===== config.mk =====
export PLATFORM = sky130hd
export DESIGN_NAME = cga_walk
export DESIGN_NICKNAME = d
export VERILOG_FILES = /design/src/rtl/cga_pkg.sv /design/src/rtl/cga_walk.sv
export SDC_FILE = /design/constraint.sdc
export NUM_CORES = 1
export LEC_CHECK = 0
export BUFFER_PORTS_ARGS = -buffer_cell sky130_fd_sc_hd__buf_2
export CORE_ASPECT_RATIO = 0.7
export CORE_MARGIN = 5
export CORE_UTILIZATION = 35
export DETAILED_ROUTE_END_ITERATION = 12
export PLACE_DENSITY = 0.59
export SKIP_LAST_GASP = 1
export SYNTH_ARGS = -nofsm -noshare
export SYNTH_HDL_FRONTEND = slang
export SYNTH_SLANG_ARGS = --single-unit

===== constraint.sdc =====
create_clock -name clk -period 2.6 [get_ports clk]
set_input_delay 0.39 -clock clk [delete_from_list [all_inputs] [get_ports clk]]
set_output_delay 0.39 -clock clk [all_outputs]
set_load 0.005 [all_outputs]

===== src/rtl/cga_pkg.sv =====
// Shared types and constants for the convolutional gridding accumulator.
// No dependencies; imported by every module of the block but cga_ram.
package cga_pkg;

	localparam int VIS_W  = 16;
	localparam int CELL_W = 32;
	localparam int SUP_W  = 4;

	localparam logic [1:0] OP_LOAD = 2'd0;
	localparam logic [1:0] OP_GRID = 2'd1;
	localparam logic [1:0] OP_READ = 2'd2;

	typedef enum logic [2:0] {
		ST_CLEAR,
		ST_IDLE,
		ST_RUN,
		ST_DRAIN,
		ST_READ
	} cga_state_t;

	// window walker control and status
	typedef struct packed {
		logic start;
		logic step;
	} cga_walk_ctl_t;

	typedef struct packed {
		logic in_grid;
		logic last;
	} cga_walk_sts_t;

endpackage


===== src/rtl/cga_walk.sv =====
// Window walker: steps through the (2S+1)^2 kernel taps, giving the kernel
// table address, the grid cell address and whether that cell lies on the grid.
// Depends on cga_pkg.
module cga_walk import cga_pkg::*; #(
	parameter int GRID_DIM    = 256,
	parameter int MAX_SUPPORT = 8
) (
	input  logic                                              clk,
	input  logic                                              arst_n,
	input  cga_walk_ctl_t                                     ctl,
	input  logic [7:0]                                        u_center,
	input  logic [7:0]                                        v_center,
	input  logic [SUP_W-1:0]                                  support,
	output cga_walk_sts_t                                     sts,
	output logic [$clog2(GRID_DIM*GRID_DIM)-1:0]              grid_addr,
	output logic [$clog2((2*MAX_SUPPORT+1)*(2*MAX_SUPPORT+1))-1:0] k_addr
);

	localparam int KDIM = 2 * MAX_SUPPORT + 1;
	localparam int KW   = $clog2(KDIM);
	localparam int KAW  = $clog2(KDIM * KDIM);
	localparam int GW   = $clog2(GRID_DIM);
	localparam int AW   = $clog2(GRID_DIM * GRID_DIM);
	localparam int CW   = ((GW > 8) ? GW : 8) + 2;
	localparam logic signed [CW-1:0] ONE = 1;

	logic [SUP_W-1:0]     s_q;
	logic [7:0]           u_q;
	logic signed [CW-1:0] row_q, col_q, col_start;
	logic [KW-1:0]        kr_q, kc_q, span;
	logic [KAW-1:0]       k_q;

	assign span      = KW'({s_q, 1'b0});
	assign col_start = $signed(CW'(u_q)) - $signed(CW'(s_q));

	always_ff @(posedge clk or negedge arst_n) begin
		if (!arst_n) begin
			s_q   <= '0;
			u_q   <= '0;
			row_q <= '0;
			col_q <= '0;
			kr_q  <= '0;
			kc_q  <= '0;
			k_q   <= '0;
		end else if (ctl.start) begin
			s_q   <= support;
			u_q   <= u_center;
			row_q <= $signed(CW'(v_center)) - $signed(CW'(support));
			col_q <= $signed(CW'(u_center)) - $signed(CW'(support));
			kr_q  <= '0;
			kc_q  <= '0;
			k_q   <= '0;
		end else if (ctl.step) begin
			if (kc_q == span) begin
				// wrap to the start of the next kernel row
				kc_q  <= '0;
				kr_q  <= kr_q + KW'(1);
				col_q <= col_start;
				row_q <= row_q + ONE;
				k_q   <= k_q + KAW'(KDIM) - KAW'(span);
			end else begin
				kc_q  <= kc_q + KW'(1);
				col_q <= col_q + ONE;
				k_q   <= k_q + KAW'(1);
			end
		end
	end

	always_comb begin
		sts.last    = (kr_q == span) && (kc_q == span);
		sts.in_grid = !row_q[CW-1] && !col_q[CW-1] &&
			(row_q < GRID_DIM) && (col_q < GRID_DIM);
		grid_addr   = AW'(row_q[GW-1:0]) * AW'(GRID_DIM) + AW'(col_q[GW-1:0]);
		k_addr      = k_q;
	end

endmodule


==> reports/metrics.yaml <==
run_status:
  status: "finished, final reports clean"
timing:
  tightest_slew_ps: 691.7
  max_clock_freq_mhz: 405.7
  fin_crit_ps: 2465
  finalHoldViolCount: 0
  setup_violations: 0
  finalMaxSlewViolations: 0
  fin_crit_sh: 0.9481
  slew_headroom: 0.5346
  rsz0062_at_grt: "false"
  finalClockSkew_ps: 6.192
  fin_tns_setup_ps: 0
clock_network:
  cts_tree: "done"
  cts_setup_buffers: 0
  cts.sinks: 51
  numCtsBuffers: 5
  clock_latency_ps: 300
  cts_buffer_depth: 2
  h-tree-depth: 2
  cts_root_buf: "clkbuf_16"
  clk_pin_slew_worst_paths_ps: 70
yosys:
  yosys_warnings: 0
  avgSynthCellArea_um2: 8.998
  synth-edff-count: 0
  syn_inst: 444
  async_flop_share: 1.000
  ys_ff_latch: 51
  yosys-top-cells-area: "dfrtp_1 (32%), ha_1 (9.4%), xnor2_1 (5.5%)"
  synth_flop_cell: "dfrtp_1"
  syn-cell-area_um2: 3995
  synth_top_area_share: 0.3194
  synth_most_common_cell: "dfrtp_1"
  synth_top_area_cell: "dfrtp_1"
  ys_top_cells_by_count: "dfrtp_1 (51), ha_1 (30), nand2_1 (28), inv_1 (27), o21ai_0 (26)"
  yosysSeqAreaShare: 0.3194
  synthDistinctLibCells: 61
  postSynthNetCount: 502
floorplanning:
  coreArea_um2: 11090
  die-height_um: 99.39
  num_rows: 32
  io_pins: 51
  start_util: 0.3602
  die_w_um: 137.7
  dieArea_um2: 13680
drt:
  drtIter0Drc: 266
  ant_nets: 0
  post_drt_wl_per_cell_um: 17.11
  routed_wl_um: 10950
  first_pass_iters: 4
  viasPerCell: 5.323
  route.detailed.drc: 0
  vias: 3407
flow_run:
  maxCapViolCount: 0
power:
  powerDensity_nw_per_um2: 563.1
  leakagePower_uw: 0.002012
  total_power_uw: 2563
  ir_drop_mv: 0.2856
layout:
  layout.nets: 544
  fill_cells: 1109
  fin_util: 0.4103
  area_growth_pct: 13.91
  drive_gt1_frac: 0.1848
  diodes: 0
  stdcell_count: 640
setup_path:
  slowest_delay_ps: 450
  cp.required_ps: 2210
  critical_path_class: "flip-flop to primary output"
  crit_fanout: 7
  cp_slowest_cell: "nor4_1"
  crit_arrival_ps: 2080
  end_kind: "primary output"
  path_cells: "buf_4 > xor2_1 > nor2_4 > nand2_4 > nor4_1 > buf_2"
  crit_path_start_kind: "flip-flop"
grt:
  first_global_vias: 3395
  track_usage: 0.1632
  grt_max_degree: 49
  grt_overflow: 0
  grt_pass1_wl_um: 17620
  antenna_found_initial: 0
worst_hold_path:
  min_path_type: "input port to asynchronous set/reset pin"
placement:
  dp_cells: 632
  dp_hpwl_um: 8178
  globalplace.congestion: 0.9003
  portBuffers: 50
metrics by stage:
stage | hold WS, ps | cell area [um^2] | setup WS, ps
4_1_cts | 126.6 | 4543 | 61.90
5_1_grt | 153.9 | 4551 | 18.20
3_5_place_dp | 454.5 | 4369 | 117.4
2_1_floorplan | 94.41 | 3995 | 216.9
3_3_place_gp | 450.6 | 4369 | 199.6
6_report | 111.0 | 4551 | 134.9
layer usage:
layer  vias to the layer above  share of wire  GRT usage
li1                       1685              -          -
met1                      1619           0.51     0.2494
met2                        92           0.41     0.2376
met3                        11          0.061    0.02882
met4                         0          0.010    0.03872
met5                         -              0          0
critical path: cells and delay by family, from the launching register on:
kind                   cells  cell delay (ps)
AND/OR/NAND/NOR            3              810
buffers and inverters      2              360
flip-flops                 1              400
XOR/XNOR                   1              210
final timing paths:
kind                             from         to  slack, ps  depth (start not counted)
max                            s_q[0]     sts[0]        130                          6
min reg2reg                    u_q[3]     u_q[3]        540                          1
min                            arst_n     u_q[7]        110                          1
min in group clk           support[3]     s_q[3]        320                          3
max in group asynchronous      arst_n  k_addr[1]       1830                          2
max reg2reg                    s_q[0]  k_addr[7]        170                          9
sequential cells by signal (all words and copies together) (netlist names):
register / count
col_q: 10
k_addr: 9
kc_q: 5
kr_q: 5
row_q: 10
s_q: 4
u_q: 8
power breakdown:
group,leakage [uW],switching [uW],internal (uW)
clock network,0.0000868,320,480
registers,0.000646,108,873
logic,0.00128,434,348
layout make-up:
type / count / area (um^2) / share of cell area
Clock inverter: 2 / 35.03 / 0.007699
Clock buffer: 6 / 138.9 / 0.03052
Multi-Input combinational cell: 334 / 2430 / 0.5340
Inverter: 27 / 101.3 / 0.02227
Sequential cell: 51 / 1276 / 0.2805
Timing Repair Buffer: 67 / 377.9 / 0.08304
Tap cell: 153 / 191.4 / 0.04207
cell usage in the layout, fill, tap and decap left out, types with 2 or more instances in the layout:
| cell type | instances |
|---|---|
| o221ai_1 | 2 |
| mux2_2 | 7 |
| dfrtp_1 | 51 |
| buf_4 | 17 |
| or4_1 | 3 |
| a311oi_1 | 2 |
| o31a_1 | 4 |
| nor2_1 | 22 |
| fa_1 | 3 |
| ha_1 | 30 |
| xor2_1 | 17 |
| a211o_1 | 4 |
| nor2b_1 | 5 |
| nor4_1 | 8 |
| nand2b_1 | 6 |
| o31ai_1 | 2 |
| nand3_1 | 15 |
| buf_2 | 50 |
| a2bb2oi_1 | 3 |
| xnor2_1 | 25 |
| and2_1 | 5 |
| or3_1 | 4 |
| o211ai_1 | 3 |
| a211oi_1 | 9 |
| and4_1 | 3 |
| inv_1 | 27 |
| o21a_1 | 4 |
| and3_1 | 6 |
| mux2i_1 | 8 |
| nand2_1 | 28 |
| a21oi_1 | 20 |
| o32ai_1 | 3 |
| a31oi_1 | 5 |
| nor3_1 | 16 |
| clkbuf_16 | 5 |
| nand4_1 | 12 |
| o21ai_0 | 26 |
repair_timing:
action,4_1_cts,5_1_grt
gates resized for setup,0,2
setup endpoints to repair,0,1
hold buffers,0,0
logic make-up (layout without fill, tap and decap cells):
kind of cell,Yosys count,count (layout),synth area share
and+or+nand+nor,141,141,0.1876
DFF,51,51,0.3194
adders and majority gates,34,34,0.1140
xor gates and xnor gates,42,42,0.09208
buffers and inverters,59,102,0.07422
muxes,15,15,0.03978
AOI/OAI and AO/OA,102,102,0.1729
Power figures use the tool's default switching activity.
