## src/rtl/cga_pkg.sv

```systemverilog
// Shared types and constants for the convolutional gridding accumulator.
// No dependencies; imported by every module of the block but cga_ram.
package cga_pkg;

	localparam int VIS_W  = 16;
	localparam int CELL_W = 32;
	localparam int SUP_W  = 4;

	localparam logic [1:0] OP_LOAD = 2'd0;
	localparam logic [1:0] OP_GRID = 2'd1;
	localparam logic [1:0] OP_READ = 2'd2;

	typedef enum logic [2:0] {
		ST_CLEAR,
		ST_IDLE,
		ST_RUN,
		ST_DRAIN,
		ST_READ
	} cga_state_t;

	// window walker control and status
	typedef struct packed {
		logic start;
		logic step;
	} cga_walk_ctl_t;

	typedef struct packed {
		logic in_grid;
		logic last;
	} cga_walk_sts_t;

endpackage

```

## src/rtl/cga_cmac.sv

```systemverilog
// Shared complex multiply-accumulate unit: registered Q1.15 products, then
// floor shift by 15 and saturating add into the 32-bit cell parts.
// Depends on cga_pkg.
module cga_cmac import cga_pkg::*; (
	input  logic                     clk,
	input  logic                     en,
	input  logic signed [VIS_W-1:0]  vis_re,
	input  logic signed [VIS_W-1:0]  vis_im,
	input  logic signed [VIS_W-1:0]  w_re,
	input  logic signed [VIS_W-1:0]  w_im,
	input  logic signed [CELL_W-1:0] acc_re,
	input  logic signed [CELL_W-1:0] acc_im,
	output logic signed [CELL_W-1:0] sum_re,
	output logic signed [CELL_W-1:0] sum_im
);

	localparam int PW = 2 * VIS_W;
	localparam int SW = PW + 1 - (VIS_W - 1);

	logic signed [PW-1:0]     p_rr_s2, p_ii_s2, p_ri_s2, p_ir_s2;
	logic signed [CELL_W-1:0] acc_re_s2, acc_im_s2;
	logic signed [PW:0]       re_full, im_full;
	logic signed [SW-1:0]     re_sh, im_sh;
	logic signed [CELL_W:0]   re_sum, im_sum;

	always_ff @(posedge clk) begin
		if (en) begin
			p_rr_s2   <= vis_re * w_re;
			p_ii_s2   <= vis_im * w_im;
			p_ri_s2   <= vis_re * w_im;
			p_ir_s2   <= vis_im * w_re;
			acc_re_s2 <= acc_re;
			acc_im_s2 <= acc_im;
		end
	end

	always_comb begin
		re_full = (PW + 1)'(p_rr_s2) - (PW + 1)'(p_ii_s2);
		im_full = (PW + 1)'(p_ri_s2) + (PW + 1)'(p_ir_s2);
		// arithmetic shift is floor division by 2^15
		re_sh   = SW'(re_full >>> (VIS_W - 1));
		im_sh   = SW'(im_full >>> (VIS_W - 1));
		re_sum  = (CELL_W + 1)'(acc_re_s2) + (CELL_W + 1)'(re_sh);
		im_sum  = (CELL_W + 1)'(acc_im_s2) + (CELL_W + 1)'(im_sh);
		if (re_sum[CELL_W] != re_sum[CELL_W-1]) begin
			sum_re = re_sum[CELL_W] ? {1'b1, {(CELL_W-1){1'b0}}} : {1'b0, {(CELL_W-1){1'b1}}};
		end else begin
			sum_re = re_sum[CELL_W-1:0];
		end
		if (im_sum[CELL_W] != im_sum[CELL_W-1]) begin
			sum_im = im_sum[CELL_W] ? {1'b1, {(CELL_W-1){1'b0}}} : {1'b0, {(CELL_W-1){1'b1}}};
		end else begin
			sum_im = im_sum[CELL_W-1:0];
		end
	end

endmodule

```

## config.mk

```make
export PLATFORM = sky130hd
export DESIGN_NAME = cga_cmac
export DESIGN_NICKNAME = d
export VERILOG_FILES = /design/src/rtl/cga_pkg.sv /design/src/rtl/cga_cmac.sv
export SDC_FILE = /design/constraint.sdc
export NUM_CORES = 2
export LEC_CHECK = 0
export BUFFER_PORTS_ARGS = -buffer_cell sky130_fd_sc_hd__buf_4
export CORE_MARGIN = 5
export CORE_UTILIZATION = 50
export CTS_CLUSTER_DIAMETER = 200
export DETAILED_ROUTE_END_ITERATION = 10
export PLACE_DENSITY = 0.67
export SYNTH_ARGS = -nofsm -noshare
export SYNTH_HDL_FRONTEND = slang
export SYNTH_SLANG_ARGS = --single-unit
export TNS_END_PERCENT = 50
```

## constraint.sdc

```tcl
create_clock -name clk -period 14.8 [get_ports clk]
set_input_delay 1.48 -clock clk [delete_from_list [all_inputs] [get_ports clk]]
set_output_delay 1.48 -clock clk [all_outputs]
set_load 0.005 [all_outputs]
```

==> results.md <==
* **number of filler cells placed in the layout** 9,163
* **initial core utilization** 0.504
* **Synth async-reset ratio** 0
* **Initial DRT Pass Iterations** 5
* **number of cells on the worst hold path** 1
* **Cells after DPL** 6,578
* **total of hold buffers inserted after clock tree synthesis** 0
* **clk slew on worst S/H paths** 90 ps
* **cell at the root of the clock tree** sky130_fd_sc_hd__clkbuf_16
* **antenna violations before repair** 4
* **register bit total from synthesis** 192
* **die area** 0.107 mm2
* **die outline width** 328 um
* **Critical Path Start Type** flip-flop
* **Std-Cell Rows** 116
* **largest net degree at the start of global routing** 76
* **Hold Path Origin** acc_re[3]
* **fin crit share** 0.643
* **count of mapped cells out of synthesis** 5,291
* **CP required** 13,320 ps
* **max_slew headroom** 0.139
* **Synth area leaders** sky130_fd_sc_hd__fa_1, sky130_fd_sc_hd__edfxtp_1, sky130_fd_sc_hd__ha_1
* **Worst setup startpoint** p_rr_s2[1]$_DFFE_PP_
* **aggregate negative setup slack** 0 ps
* **mean cell area of the mapped netlist** 9.54 um2
* **max frequency** 105 MHz
* **count of max-cap constraint violations** 0
* **Arr. time, crit path** 8040 ps
* **Final Wtd Congestion** 0.870
* **Overall Global Routing Usage** 0.223
* **Sinks on Clock Net** 192
* **remaining number of nets flagged by the antenna check after routing** 0
* **area share of the leading cell type in the synthesized netlist** 0.416
* **number of buffers between clock root and the deepest sink** 2
* **share of the yosys chip area belonging to registers** 0.114
* **number of buffers added by the clock tree synthesis step** 17
* **largest area contributor in the netlist** sky130_fd_sc_hd__fa_1
* **Main synth FF type** sky130_fd_sc_hd__edfxtp_1
* **Final setup viols** 0
* **wire length of the first global-routing pass** 192,000 um
* **category of the most critical setup path** reg2out
* **DIE HEIGHT** 328 um
* **CTS H-tree depth** 4
* **average detailed-routed wire length per instance** 17.4 um
* **min Tclk post-route** 9520 ps
* **residual DRC count** 0
* **Post-CTS Setup Bufs** 0
* **clock tree from TritonCTS** done
* **most common library cell in the layout ignoring fill and taps** sky130_fd_sc_hd__inv_1
* **unrepaired setup endpoints after global routing** no
* **synthesized netlist net count** 6,925
* **number of enable flip-flop cells after synthesis** 192
* **core footprint** 0.100 mm2
* **number of failing hold endpoints at the final stage** 0
* **worst-margin pin slew** 1290 ps
* **count of vias placed by the detailed router** 35,153
* **worst hold path endpoint** acc_re_s2[3]$_DFFE_PP_
* **outcome** finished, final reports clean
* **nets@finish** 6,933
* **Top-Level Pins** 194
* **final hold slack** 1120 ps
* **number of global-route vias before repair** 36,254
* **highest net fanout along the worst path** 23
* **HPWL after detailed placement** 88,100 um
* **number of warnings printed during yosys synthesis** 0
* **number of distinct library cells after synthesis** 79
* **grt ovf** 0
* **total wire length after detailed routing** 115,000 um
* **share of post-route cells with drive strength above 1** 0.0529
* **post-cts gate resize count** 0
* **commonest cells after routing, fill and taps aside** sky130_fd_sc_hd__inv_1, sky130_fd_sc_hd__fa_1, sky130_fd_sc_hd__nand2_1, sky130_fd_sc_hd__and2_1, sky130_fd_sc_hd__ha_1
* **endpoint type of the worst setup path** output port
* **total standard cell area after synthesis** 0.0505 mm2
* **class of the most critical hold timing path** in2reg
* **Final Slew Violations** 0
* **layout overhead on the synthesized area** 5.68%
* **post-route insts no fill** 6,610
* **via density per instance** 5.32
* **number of antenna repair diodes** 0
* **count of port buffers added during placement** 193
* **DRT iter0 DRCs** 2,428
-- flip-flops by register name, indices dropped and copies added, names as in the netlist --
register   cells
acc_im_s2     32
acc_re_s2     32
p_ii_s2       32
p_ir_s2       32
p_ri_s2       32
p_rr_s2       32
-- how the worst max path moves through the flow --
stage | to | cells past startpoint
6_report | sum_re[7] | 21
3_5_place_dp | sum_re[7] | 21
4_1_cts | sum_re[7] | 21
2_1_floorplan | p_rr_s2[31]$_DFFE_PP_ | 25
3_3_place_gp | sum_re[25] | 21
5_1_grt | sum_re[7] | 21
-- cells by family (layout without fill, tap and decap cells) --
group                      count (synthesis)  in the layout  synth area share
DFF                                      192            192             0.114
adders and majority gates               1518           1518             0.532
buffers and inverters                   1420           1441             0.106
and+or+nand+nor                         1362           1362             0.134
AOI/OAI and AO/OA                        571            571            0.0739
muxes                                      1              1          0.000198
xor gates and xnor gates                 227            227            0.0394
-- through the flow --
step	utilization	cell area [um2]	worst slack (ps)
finish	0.533	53300	5280
global placement	0.527	52800	6170
global route	0.533	53300	4850
detailed placement	0.527	52800	5980
floorplan	-	50500	7330
CTS	0.533	53300	5360
-- cell usage after synthesis, drive strengths merged, types with 5 or more instances --
| master | n |
|---|---|
| and3 | 12 |
| o21ai | 120 |
| or3 | 7 |
| nor3 | 25 |
| nand4 | 15 |
| xor2 | 64 |
| a21oi | 185 |
| clkbuf | 194 |
| buf | 15 |
| nand2 | 550 |
| nor2b | 16 |
| or4 | 5 |
| fa | 1050 |
| ha | 454 |
| a221oi | 5 |
| o31a | 5 |
| and4 | 7 |
| o41ai | 5 |
| a211oi | 20 |
| a21boi | 5 |
| o21bai | 24 |
| nor2 | 142 |
| nand3 | 29 |
| inv | 1211 |
| a31oi | 17 |
| nand2b | 36 |
| xnor2 | 163 |
| and2 | 505 |
| a211o | 8 |
| a2111oi | 6 |
| a21o | 88 |
| o22ai | 9 |
| o211ai | 11 |
| edfxtp | 192 |
| maj3 | 14 |
| o21a | 28 |
-- area by class of cell --
| type | instances | area (um2) | share of cell area |
|---|---|---|---|
| multi-input combinational | 3679 | 39300 | 0.738 |
| sequential | 192 | 5770 | 0.108 |
| inverter | 1211 | 4550 | 0.0852 |
| tap | 1298 | 1620 | 0.0304 |
| timing repair buffer | 198 | 1490 | 0.0280 |
| clock buffer | 17 | 425 | 0.00798 |
| clock inverter | 15 | 145 | 0.00272 |
-- worst max-delay path, cell delays in order (launching register included) --
cell	delay, ps
sky130_fd_sc_hd__edfxtp_1	370
sky130_fd_sc_hd__ha_1	310
sky130_fd_sc_hd__a21o_1	170
sky130_fd_sc_hd__a2111oi_2	360
sky130_fd_sc_hd__o21ai_1	160
sky130_fd_sc_hd__o211a_2	230
sky130_fd_sc_hd__a211oi_4	450
sky130_fd_sc_hd__a31oi_2	200
sky130_fd_sc_hd__o41a_4	410
sky130_fd_sc_hd__a2111oi_2	360
sky130_fd_sc_hd__a211o_1	570
sky130_fd_sc_hd__ha_1	410
sky130_fd_sc_hd__a21o_1	210
sky130_fd_sc_hd__a211o_1	320
sky130_fd_sc_hd__or3_1	310
sky130_fd_sc_hd__o21ai_1	320
sky130_fd_sc_hd__o21ai_1	160
sky130_fd_sc_hd__a221oi_2	290
sky130_fd_sc_hd__xnor2_1	390
sky130_fd_sc_hd__nor2_2	1130
sky130_fd_sc_hd__o21ai_1	170
sky130_fd_sc_hd__buf_4	190
-- layer usage --
| layer | up-vias | share of wire | wire length [um] | track usage |
|---|---|---|---|---|
| li1 | 16121 | - | - | - |
| met4 | 4 | 0.018 | 2080 | 0.0454 |
| met1 | 17914 | 0.46 | 53400 | 0.341 |
| met3 | 93 | 0.071 | 8190 | 0.0388 |
| met5 | - | 0.00023 | 27 | 0 |
| met2 | 1021 | 0.45 | 51500 | 0.336 |
Power is not shown: default switching activity piles up to over one toggle a cycle in this logic, so the estimate is an artifact.
